[src/rqs_pkg.sv]
// ----------------------------------------------------------------------------
// rqs_pkg
// Shared constants, codes and control types of the ring queue with search.
// ----------------------------------------------------------------------------
package rqs_pkg;

	localparam int DEPTH   = 16;
	localparam int DATA_W  = 32;
	localparam int OP_W    = 2;
	localparam int STAT_W  = 2;
	localparam int MATCH_W = 5;
	localparam int IDX_W   = $clog2(DEPTH);
	localparam int CNT_W   = $clog2(DEPTH + 1);

	localparam logic [IDX_W-1:0] IDX_LAST = IDX_W'(DEPTH - 1);
	localparam logic [CNT_W-1:0] CNT_FULL = CNT_W'(DEPTH);
	localparam logic signed [MATCH_W-1:0] MATCH_NONE = '1;

	typedef enum logic [OP_W-1:0] {
		OP_ENQ  = 2'd0,
		OP_DEQ  = 2'd1,
		OP_FIND = 2'd2,
		OP_NOP  = 2'd3
	} opcode_t;

	typedef enum logic [STAT_W-1:0] {
		STAT_OK    = 2'd0,
		STAT_FULL  = 2'd1,
		STAT_EMPTY = 2'd2
	} status_t;

	typedef enum logic [1:0] {
		S_IDLE,
		S_EXEC,
		S_DEQ_WAIT,
		S_SCAN
	} ctrl_state_t;

	// Commands from controller to datapath
	typedef struct packed {
		logic    accept;      // capture the input transfer
		logic    do_enq;      // write at tail, advance tail
		logic    do_deq;      // read at head, advance head
		logic    find_start;  // read at head, clear scan state
		logic    scan_next;   // fold one compare, read next slot
		logic    res_load;    // load result registers
		logic    res_pop;     // result carries the read data
		logic    res_match;   // result carries the match position
		status_t res_status;
	} rqs_cmd_t;

	// Status from datapath to controller
	typedef struct packed {
		opcode_t op;
		logic    full;
		logic    empty;
		logic    scan_last;
	} rqs_stat_t;

	// Next slot in the ring
	function automatic logic [IDX_W-1:0] next_slot(input logic [IDX_W-1:0] s);
		logic [IDX_W-1:0] n;
		if (s == IDX_LAST) begin
			n = '0;
		end else begin
			n = s + IDX_W'(1);
		end
		return n;
	endfunction

endpackage

[src/rqs_ram.sv]
// ----------------------------------------------------------------------------
// rqs_ram
// Generic single-write, single-read RAM with registered read data.
// ----------------------------------------------------------------------------
module rqs_ram #(
	parameter int WIDTH = 32,
	parameter int DEPTH = 16
) (
	input  logic                     clk,
	input  logic                     we,
	input  logic [$clog2(DEPTH)-1:0] waddr,
	input  logic [WIDTH-1:0]         wdata,
	input  logic [$clog2(DEPTH)-1:0] raddr,
	output logic [WIDTH-1:0]         rdata
);

	logic [WIDTH-1:0] mem_q [DEPTH];

	always_ff @(posedge clk) begin
		if (we) begin
			mem_q[waddr] <= wdata;
		end
		rdata <= mem_q[raddr];
	end

endmodule

[src/rqs_ctrl.sv]
// ----------------------------------------------------------------------------
// rqs_ctrl
// Operation sequencer: decodes the captured opcode and steps the scan.
// ----------------------------------------------------------------------------
module rqs_ctrl import rqs_pkg::*; (
	input  logic      clk,
	input  logic      arst_n,
	input  logic      start,
	input  rqs_stat_t stat,
	output rqs_cmd_t  cmd,
	output logic      busy
);

	ctrl_state_t state_q, state_d;

	always_ff @(posedge clk or negedge arst_n) begin
		if (!arst_n) begin
			state_q <= S_IDLE;
		end else begin
			state_q <= state_d;
		end
	end

	always_comb begin
		state_d = state_q;
		case (state_q)
			S_IDLE: begin
				if (start) begin
					state_d = S_EXEC;
				end
			end
			S_EXEC: begin
				state_d = S_IDLE;
				if (stat.op == OP_DEQ && !stat.empty) begin
					state_d = S_DEQ_WAIT;
				end else if (stat.op == OP_FIND && !stat.empty) begin
					state_d = S_SCAN;
				end
			end
			S_DEQ_WAIT: begin
				state_d = S_IDLE;
			end
			S_SCAN: begin
				if (stat.scan_last) begin
					state_d = S_IDLE;
				end
			end
			default: begin
				state_d = S_IDLE;
			end
		endcase
	end

	always_comb begin
		cmd  = '0;
		cmd.res_status = STAT_OK;
		busy = (state_q != S_IDLE);
		case (state_q)
			S_IDLE: begin
				cmd.accept = start;
			end
			S_EXEC: begin
				case (stat.op)
					OP_ENQ: begin
						cmd.res_load = 1'b1;
						if (stat.full) begin
							cmd.res_status = STAT_FULL;
						end else begin
							cmd.do_enq = 1'b1;
						end
					end
					OP_DEQ: begin
						if (stat.empty) begin
							cmd.res_load   = 1'b1;
							cmd.res_status = STAT_EMPTY;
						end else begin
							cmd.do_deq = 1'b1;
						end
					end
					OP_FIND: begin
						if (stat.empty) begin
							cmd.res_load   = 1'b1;
							cmd.res_status = STAT_EMPTY;
						end else begin
							cmd.find_start = 1'b1;
						end
					end
					default: begin
						cmd.res_load = 1'b1;
					end
				endcase
			end
			S_DEQ_WAIT: begin
				cmd.res_load = 1'b1;
				cmd.res_pop  = 1'b1;
			end
			S_SCAN: begin
				if (stat.scan_last) begin
					cmd.res_load  = 1'b1;
					cmd.res_match = 1'b1;
				end else begin
					cmd.scan_next = 1'b1;
				end
			end
			default: begin
				cmd = '0;
			end
		endcase
	end

endmodule

[src/rqs_dp.sv]
// ----------------------------------------------------------------------------
// rqs_dp
// Queue datapath: ring pointers, occupancy, entry RAM, scan compare and
// result registers.
// ----------------------------------------------------------------------------
module rqs_dp import rqs_pkg::*; (
	input  logic                      clk,
	input  logic                      arst_n,
	input  logic [OP_W-1:0]           opcode,
	input  logic signed [DATA_W-1:0]  push_value,
	input  logic signed [DATA_W-1:0]  search_key,
	input  rqs_cmd_t                  cmd,
	output rqs_stat_t                 stat,
	output logic                      done,
	output logic [STAT_W-1:0]         status,
	output logic signed [DATA_W-1:0]  popped_value,
	output logic signed [MATCH_W-1:0] match_position
);

	opcode_t                     op_q;
	logic [DATA_W-1:0]           push_q;
	logic [DATA_W-1:0]           key_q;
	logic [IDX_W-1:0]            head_q;
	logic [IDX_W-1:0]            tail_q;
	logic [CNT_W-1:0]            occ_q;
	logic [IDX_W-1:0]            scan_slot_q;
	logic [IDX_W-1:0]            cmp_q;
	logic signed [MATCH_W-1:0]   match_acc_q;
	logic signed [MATCH_W-1:0]   match_next;
	logic [IDX_W-1:0]            raddr;
	logic [DATA_W-1:0]           rdata;
	logic                        hit;
	logic                        done_q;
	status_t                     status_q;
	logic [DATA_W-1:0]           popped_q;
	logic signed [MATCH_W-1:0]   match_q;

	rqs_ram #(
		.WIDTH (DATA_W),
		.DEPTH (DEPTH)
	) u_ram (
		.clk   (clk),
		.we    (cmd.do_enq),
		.waddr (tail_q),
		.wdata (push_q),
		.raddr (raddr),
		.rdata (rdata)
	);

	// The scan reads one slot ahead of the compare
	assign raddr      = (cmd.do_deq || cmd.find_start) ? head_q : scan_slot_q;
	assign hit        = (rdata == key_q);
	assign match_next = hit ? MATCH_W'(cmp_q) : match_acc_q;

	assign stat.op        = op_q;
	assign stat.full      = (occ_q == CNT_FULL);
	assign stat.empty     = (occ_q == '0);
	assign stat.scan_last = ((CNT_W'(cmp_q) + CNT_W'(1)) == occ_q);

	always_ff @(posedge clk) begin
		if (cmd.accept) begin
			op_q   <= opcode_t'(opcode);
			push_q <= push_value;
			key_q  <= search_key;
		end
		if (cmd.find_start) begin
			scan_slot_q <= next_slot(head_q);
			cmp_q       <= '0;
			match_acc_q <= MATCH_NONE;
		end else if (cmd.scan_next) begin
			scan_slot_q <= next_slot(scan_slot_q);
			cmp_q       <= cmp_q + IDX_W'(1);
			match_acc_q <= match_next;
		end
		if (cmd.res_load) begin
			status_q <= cmd.res_status;
			popped_q <= cmd.res_pop ? rdata : '0;
			match_q  <= cmd.res_match ? match_next : MATCH_NONE;
		end
	end

	always_ff @(posedge clk or negedge arst_n) begin
		if (!arst_n) begin
			head_q <= '0;
			tail_q <= '0;
			occ_q  <= '0;
			done_q <= 1'b0;
		end else begin
			done_q <= cmd.res_load;
			if (cmd.do_enq) begin
				tail_q <= next_slot(tail_q);
				occ_q  <= occ_q + CNT_W'(1);
			end
			if (cmd.do_deq) begin
				head_q <= next_slot(head_q);
				occ_q  <= occ_q - CNT_W'(1);
			end
		end
	end

	assign done           = done_q;
	assign status         = status_q;
	assign popped_value   = popped_q;
	assign match_position = match_q;

endmodule

[src/ring_queue_with_search_core.sv]
// Results: the start transfer moves the controller to its execute state, and
// the done register strobes from there; dequeue adds the registered RAM read,
// find one scan state per stored entry. A new start is taken only while idle;
// the find scan reads one entry per cycle through the RAM's single read port.
// Reset clears pointers, occupancy and control at once; entry RAM is not cleared.
// Results are strobed on done for one cycle; the receiver cannot stall.
// ----------------------------------------------------------------------------
// ring_queue_with_search_core
// Circular queue of signed words with enqueue, dequeue and last-match find.
// ----------------------------------------------------------------------------
module ring_queue_with_search_core import rqs_pkg::*; (
	input  logic                      clk,
	input  logic                      arst_n,
	input  logic                      start,
	output logic                      busy,
	input  logic [OP_W-1:0]           opcode,
	input  logic signed [DATA_W-1:0]  push_value,
	input  logic signed [DATA_W-1:0]  search_key,
	output logic                      done,
	output logic [STAT_W-1:0]         status,
	output logic signed [DATA_W-1:0]  popped_value,
	output logic signed [MATCH_W-1:0] match_position
);

	rqs_cmd_t  cmd;
	rqs_stat_t stat;

	rqs_ctrl u_ctrl (
		.clk    (clk),
		.arst_n (arst_n),
		.start  (start),
		.stat   (stat),
		.cmd    (cmd),
		.busy   (busy)
	);

	rqs_dp u_dp (
		.clk            (clk),
		.arst_n         (arst_n),
		.opcode         (opcode),
		.push_value     (push_value),
		.search_key     (search_key),
		.cmd            (cmd),
		.stat           (stat),
		.done           (done),
		.status         (status),
		.popped_value   (popped_value),
		.match_position (match_position)
	);

`ifndef SYNTHESIS
	a_accept_busy: assert property (@(posedge clk) disable iff (!arst_n)
		(start && !busy) |=> busy)
		else $error("accepted transfer did not raise busy");

	a_done_after_work: assert property (@(posedge clk) disable iff (!arst_n)
		done |-> $past(busy))
		else $error("result strobe without work in progress");

	a_full_fields: assert property (@(posedge clk) disable iff (!arst_n)
		(done && status == STAT_FULL) |-> (popped_value == '0 && match_position == MATCH_NONE))
		else $error("full status with non-default result fields");

	a_empty_fields: assert property (@(posedge clk) disable iff (!arst_n)
		(done && status == STAT_EMPTY) |-> (popped_value == '0 && match_position == MATCH_NONE))
		else $error("empty status with non-default result fields");
`endif

endmodule

[config.mk]
export PLATFORM = sky130hd
export DESIGN_NAME = ring_queue_with_search_core
export DESIGN_NICKNAME = d
export VERILOG_FILES = /design/src/rqs_pkg.sv /design/src/rqs_ram.sv /design/src/rqs_ctrl.sv /design/src/rqs_dp.sv /design/src/ring_queue_with_search_core.sv
export SDC_FILE = /design/constraint.sdc
export NUM_CORES = 1
export LEC_CHECK = 0
export BUFFER_PORTS_ARGS = -buffer_cell sky130_fd_sc_hd__buf_4
export CELL_PAD_IN_SITES_DETAIL_PLACEMENT = 1
export CELL_PAD_IN_SITES_GLOBAL_PLACEMENT = 2
export CORE_MARGIN = 2
export CORE_UTILIZATION = 30
export CTS_CLUSTER_DIAMETER = 200
export DETAILED_ROUTE_END_ITERATION = 8
export PLACE_DENSITY = 0.59
export SLEW_MARGIN = 15
export SYNTH_ARGS = -nofsm -noshare
export SYNTH_HDL_FRONTEND = slang
export SYNTH_SLANG_ARGS = --single-unit
export TNS_END_PERCENT = 50
[constraint.sdc]
create_clock -name clk -period 5 [get_ports clk]
set_clock_uncertainty 0.05 [all_clocks]
set_input_delay 1 -clock clk [delete_from_list [all_inputs] [get_ports clk]]
set_output_delay 1 -clock clk [all_outputs]
set_load 0.02 [all_outputs]
## Word level (Yosys, flattened, before mapping)

Memory sizes are Yosys's and may differ from the RTL's. A register that Yosys moved wholly into a read port is not among the register bits.
Index checks and enable logic that the tools add are counted.

- Bits in registers: 134
- Latch bits: 0
- RAM bits: 512
- ROM bits: 0
- Input port bits: 69
- Output and inout port bits: 41
- Logic and storage cells: 81
- Memories: 1

- Add/subtract/negate cells: 7
- Multipliers: 0
- Div/mod/pow operators: 0
- Magnitude comparators: 0
- Eq/ne operators: 13
- Shift-type cells: 0
- Muxes and demuxes: 34
- Bitwise logic cells: 0
- Reduce and logical (&&, ||, !) cells: 12

Memories:

| memory | words | width | read ports | clocked after memory_dff | write ports | line | source |
|---|---|---|---|---|---|---|---|
| u_dp.u_ram.mem_q | 16 | 32 | 1 | 1 | 1 | rqs_ram.sv:17 | `logic [WIDTH-1:0] mem_q [DEPTH];` |

Operators with widths:

| cell | count |
|---|---|
| == test 32 bit | 1 |
| 2-to-1 mux 4 bit | 6 |
| adder 4 x 1 -> 4 bit (second input constant) | 4 |
| 2-to-1 mux 1 bit | 16 |
| 2-to-1 mux 5 bit | 3 |
| == test 4 bit (second input constant) | 3 |
| 2-to-1 mux 2 bit | 5 |
| case mux 2 bit (4 select lines) | 1 |
| == test 2 bit (second input constant) | 3 |
| nonzero test 2 bit | 3 |
| adder 4 x 1 -> 5 bit (second input constant) | 1 |
| adder 5 x 1 -> 5 bit (second input constant) | 1 |
| == test 5 bit | 1 |
| == test 5 bit (second input constant) | 1 |
| logical NOT 5 bit | 1 |
| subtractor 5 x 1 -> 5 bit (second input constant) | 1 |
| == test 2 x 1 -> 1 bit (second input constant) | 2 |
| logical NOT 2 bit | 2 |
| inequality test 2 bit (second input constant) | 2 |
| case mux 2 bit (2 select lines) | 1 |
| 2-to-1 mux 3 bit | 1 |
| case mux 1 bit (3 select lines) | 1 |
| logical AND 1 bit | 2 |
| AND reduction 2 bit | 1 |
| 3 further kinds | 3 |

## Depth between registers and ports, before layout

- Depth after elaboration: 6
- Mapped depth: 9
- Mapped depth without buffers: 9

## By module

Synthesis repeated with hierarchy kept, for this count alone.

- Cells, all modules: 1213
- Area total of the unflattened synthesis: 25413.1 µm²

Modules (own cells, without submodules):

| module | times used | cells an instance | area each (µm²) | sequential area each (µm²) |
|---|---|---|---|---|
| rqs_ram | 1 | 838 | 19835.3 | 16015.4 |
| rqs_dp | 1 | 346 | 5296.3 | 3803.6 |
| rqs_ctrl | 1 | 29 | 281.5 | 50.0 |

## Worst setup path after synthesis

Ideal clock, no wire load.

- Kind: input port to flip-flop
- From: input start
- To: register u_dp.key_q[0], enable pin
- Setup time: 491 ps
- Arrival: 3791 ps
- Required time: 4459 ps
- Slack: 669 ps
- Stages on the path: 2
- Path buffers: 0
- Cell sequence: inv_1 > nor2_1

RTL lines:

| element | line | source |
|---|---|---|
| start: declaration | ring_queue_with_search_core.sv:14 | `input logic start,` |
| end signal: assignment | rqs_dp.sv:64 | `key_q <= search_key;` |
| end: declaration | rqs_dp.sv:22 | `logic [DATA_W-1:0] key_q;` |

## Worst setup path after layout

- From: register u_dp.occ_q[1]
- To: register u_dp.u_ram.rdata[6] (read register of u_dp.u_ram.mem_q)

- Word-level cells in the longest chain between the ends: 6
- Elaborated cells between the ends (all ways): 7
- Those cells by class: mux (5); reduce/logical (2)

Ends and longest elaborated chain:

| element | line | source |
|---|---|---|
| start: declaration | rqs_dp.sv:25 | `logic [CNT_W-1:0] occ_q;` |
| start signal: assignment | rqs_dp.sv:92 | `occ_q <= occ_q + CNT_W'(1);` |
| start signal: assignment | rqs_dp.sv:96 | `occ_q <= occ_q - CNT_W'(1);` |
| logical NOT 5 bit * | rqs_dp.sv:57 | `assign stat.empty = (occ_q == '0);` |
| 2-to-1 mux 1 bit * | rqs_ctrl.sv:73, rqs_ctrl.sv:81 |  |
| 2-to-1 mux 1 bit | rqs_ctrl.sv:63 | `case (stat.op)` |
| 2-to-1 mux 3 bit * | rqs_ctrl.sv:58 | `case (state_q)` |
| logical OR 1 bit * | rqs_dp.sv:51 | `assign raddr = (cmd.do_deq \|\| cmd.find_start) ? head_q : scan_slot_q;` |
| 2-to-1 mux 4 bit * | rqs_dp.sv:51 |  |
| end: declaration | rqs_ram.sv:14 | `output logic [WIDTH-1:0] rdata` |

Mark *: on every way between the ends. The rest lies on a longest branch, timed or not.
A chain may end at the register's enable or synchronous reset.

==> flow_metrics.tcl <==
set metrics [dict create \
    post-cts-setup-buffers 0 \
    synth_top_area_frac 0.730 \
    cts_hold_buf 0 \
    slew_headroom 0.314 \
    status "finished clean" \
    setup_tns_ns 0 \
    wl_per_cell_um 24.4 \
    cts_tree "yes" \
    yosysWarningCount 0 \
    final_cell_mix "edfxtp_1 (621), mux2i_1 (261), buf_4 (139), o22ai_1 (128), clkbuf_16 (77)" \
    antenna_left 0 \
    power_density_nw_per_um2 551 \
    route.vias.total 13234 \
    worstPathMaxFanout 41 \
    rows 107 \
    synth-compound-area-share 0.0442 \
    via_per_inst 4.74 \
    initial_utilization 0.301 \
    synth.top_cells.by_area "edfxtp_1 (73%), mux2i_1 (10%), dfxtp_1 (3.2%), o22ai_1 (3.1%), dfrtp_1 (1.6%)" \
    clock_path_buffers 3 \
    mostFrequentLayoutCell "edfxtp_1" \
    fp.dieH_um 296 \
    ys.flop_type "edfxtp_1" \
    synth_seq_cells 678 \
    ir_drop_mv 0.306 \
    dp_hpwl_mm 40.7 \
    grt_max_degree 71 \
    dr.pass1.iters 5 \
    period_share 0.724 \
    track_usage 0.156 \
    cts_resized 0 \
    p_leak_nw 10.7 \
    netlist_area_um2 25500 \
    clock.fmax_mhz 276 \
    utilization 0.360 \
    critical_path_class "reg2reg" \
    hold_class "in2async" \
    max_cap_viol_count 0 \
    cts_num_sinks 678 \
    clock_latency_ns 0.62 \
    drive_gt1_frac 0.177 \
    worst_slew_pin_slew_ns 1.03 \
    clkTransAtPathRegs_ns 0.06 \
    setup_viol 0 \
    critPathArrivalTime_ns 4.04 \
    die_x_um 296 \
    die-area_um2 87500 \
    drc 0 \
    drtIter0Drc 784 \
    grt_overflow 0 \
    io_buffers 109 \
    htreeDepth 3 \
    antenna_found_initial 2 \
    finalWirelength_mm 68.0 \
    nets 1670 \
    finalMaxSlewViolations 0 \
    cts_buffers 76 \
    design.core.area_um2 84700 \
    grt_pass1_vias 14368 \
    synth.avg_cell_area_um2 17.8 \
    grt_setup_unrepaired "false" \
    synth-edff-count 621 \
    cts_root_buf "clkbuf_16" \
    grt_pass1_wl_mm 98.8 \
    fin_crit_ns 3.62 \
    synthArstFlopShare 0.0236 \
    synth_cell_types 45 \
    num_io_pins 110 \
    yosys.area.top_type "edfxtp_1" \
    syn_inst 1432 \
    crit_path_start_kind "register" \
    synthToLayoutAreaGrowth_pct 19.5 \
    synthMuxAreaShare 0.104 \
    synth_top_family_by_area "multiplexers" \
    setup.worst_path.end_class "register" \
    synthSimpleGateAreaFrac 0.0397 \
    synthAdderAreaFrac 0.00588 \
    synth_fp_nets 1513 \
    place.gp.congestion 0.723 \
    hold_viol_final 0 \
    critPathRequiredTime_ns 5.42 \
    synthXorXnorAreaFrac 0.0154 \
    ys_seq_area_frac 0.778 \
]
## flip-flops by register name, summed over array words and instances, names as in the netlist
name / count
u_dp.match_acc_q: 5
u_dp.tail_q: 4
u_dp.status: 2
u_dp.head_q: 4
u_dp.key_q: 32
u_dp.push_q: 32
u_dp.u_ram.rdata: 32
u_dp.scan_slot_q: 4
u_dp.op_q: 2
u_dp.popped_value: 32
u_dp.match_position: 5
u_ctrl.state_q: 2
u_dp.u_ram.mem_q: 512
u_dp.occ_q: 5
u_dp.cmp_q: 4
u_dp.done: 1
## final cells by class
| class | instances | area, um^2 |
|---|---|---|
| repair buffers | 150 | 1260 |
| multi-input cells | 675 | 5590 |
| diodes | 1 | 2.50 |
| fillers | 8462 | 54200 |
| well taps | 1144 | 1430 |
| flip-flops and latches | 678 | 19900 |
| clock inverters | 33 | 240 |
| clock buffers | 104 | 2090 |
| inverters | 8 | 30.0 |
## cell families (layout without fill, tap and decap cells)
group,count (synthesis),after routing
flip-flops,678,678
multiplexers,264,264
AND/OR/NAND/NOR,180,180
AO/OA/AOI/OAI,174,174
buffers and inverters,79,295
XOR/XNOR,45,45
adder cells (fa/ha/maj),12,12
other,0,1
## worst max-delay path: stages (launching register included)
cell	delay (ns)
dfrtp_1	0.46
or4_4	0.60
o221ai_4	0.24
mux2i_4	0.54
buf_4	0.66
mux2i_1	0.26
o22ai_1	0.09
or4_1	0.53
## report_power, final
part | leakage [nW] | switching [W] | total (W) | internal [W]
clock | 1.14 | 0.00224 | 0.00527 | 0.00303
sequential | 6.17 | 0.000781 | 0.00788 | 0.00710
combinational | 3.38 | 0.00213 | 0.00366 | 0.00153
total | 10.7 | 0.00515 | 0.0168 | 0.0117
## stage by stage
stage | hold slack, ns | worst slack, ns | total power [W] | instance area (um^2) | cells
2_1_floorplan | 0.390 | 0.669 | 0.0100 | 25500 | 1432
4_1_cts | 0.170 | 1.31 | 0.0170 | 30500 | 2791
3_5_place_dp | 0.424 | 1.32 | 0.0117 | 28200 | 2654
3_3_place_gp | 0.402 | 1.42 | 0.0117 | 28200 | 2654
5_1_grt | 0.193 | 1.11 | 0.0176 | 30500 | 2792
6_report | 0.197 | 1.38 | 0.0168 | 30500 | 2793
## cells in the mapped netlist, types with 5 or more instances
| master | count |
|---|---|
| a21oi_1 | 5 |
| a31oi_1 | 6 |
| and2_1 | 36 |
| buf_2 | 33 |
| clkbuf_1 | 33 |
| dfrtp_1 | 16 |
| dfxtp_1 | 41 |
| edfxtp_1 | 621 |
| ha_1 | 12 |
| inv_1 | 8 |
| mux2i_1 | 262 |
| nand2_1 | 33 |
| nand3_1 | 10 |
| nand4_1 | 9 |
| nor2_1 | 27 |
| nor2b_1 | 5 |
| nor3_1 | 8 |
| o21ai_0 | 14 |
| o22ai_1 | 128 |
| or4_1 | 32 |
| xnor2_1 | 42 |
## metal layers
metal / global-route usage / vias up / wire length, um
met1: 0.203 / 6904 / 30100
met4: 0.0521 / 0 / 1510
li1: - / 5985 / -
met5: 0 / - / 0
met3: 0.0267 / 84 / 2750
met2: 0.263 / 261 / 33700
## worst paths after layout
path                                     startpoint                  end  slack, ns  cells after the start
worst max-delay path                  u_dp.occ_q[1]  u_dp.u_ram.rdata[6]       1.38                      7
worst min-delay path                         arst_n       u_dp.head_q[2]       0.20                      1
worst max register to register        u_dp.occ_q[1]  u_dp.u_ram.rdata[6]       1.38                      7
worst min register to register  u_dp.match_acc_q[2]  u_dp.match_acc_q[2]       0.43                      1
max in group asynchronous                    arst_n        u_dp.occ_q[0]       4.50                      1
min in group clk                u_dp.match_acc_q[2]  u_dp.match_acc_q[2]       0.43                      1
Power figures use the tool's default switching activity.
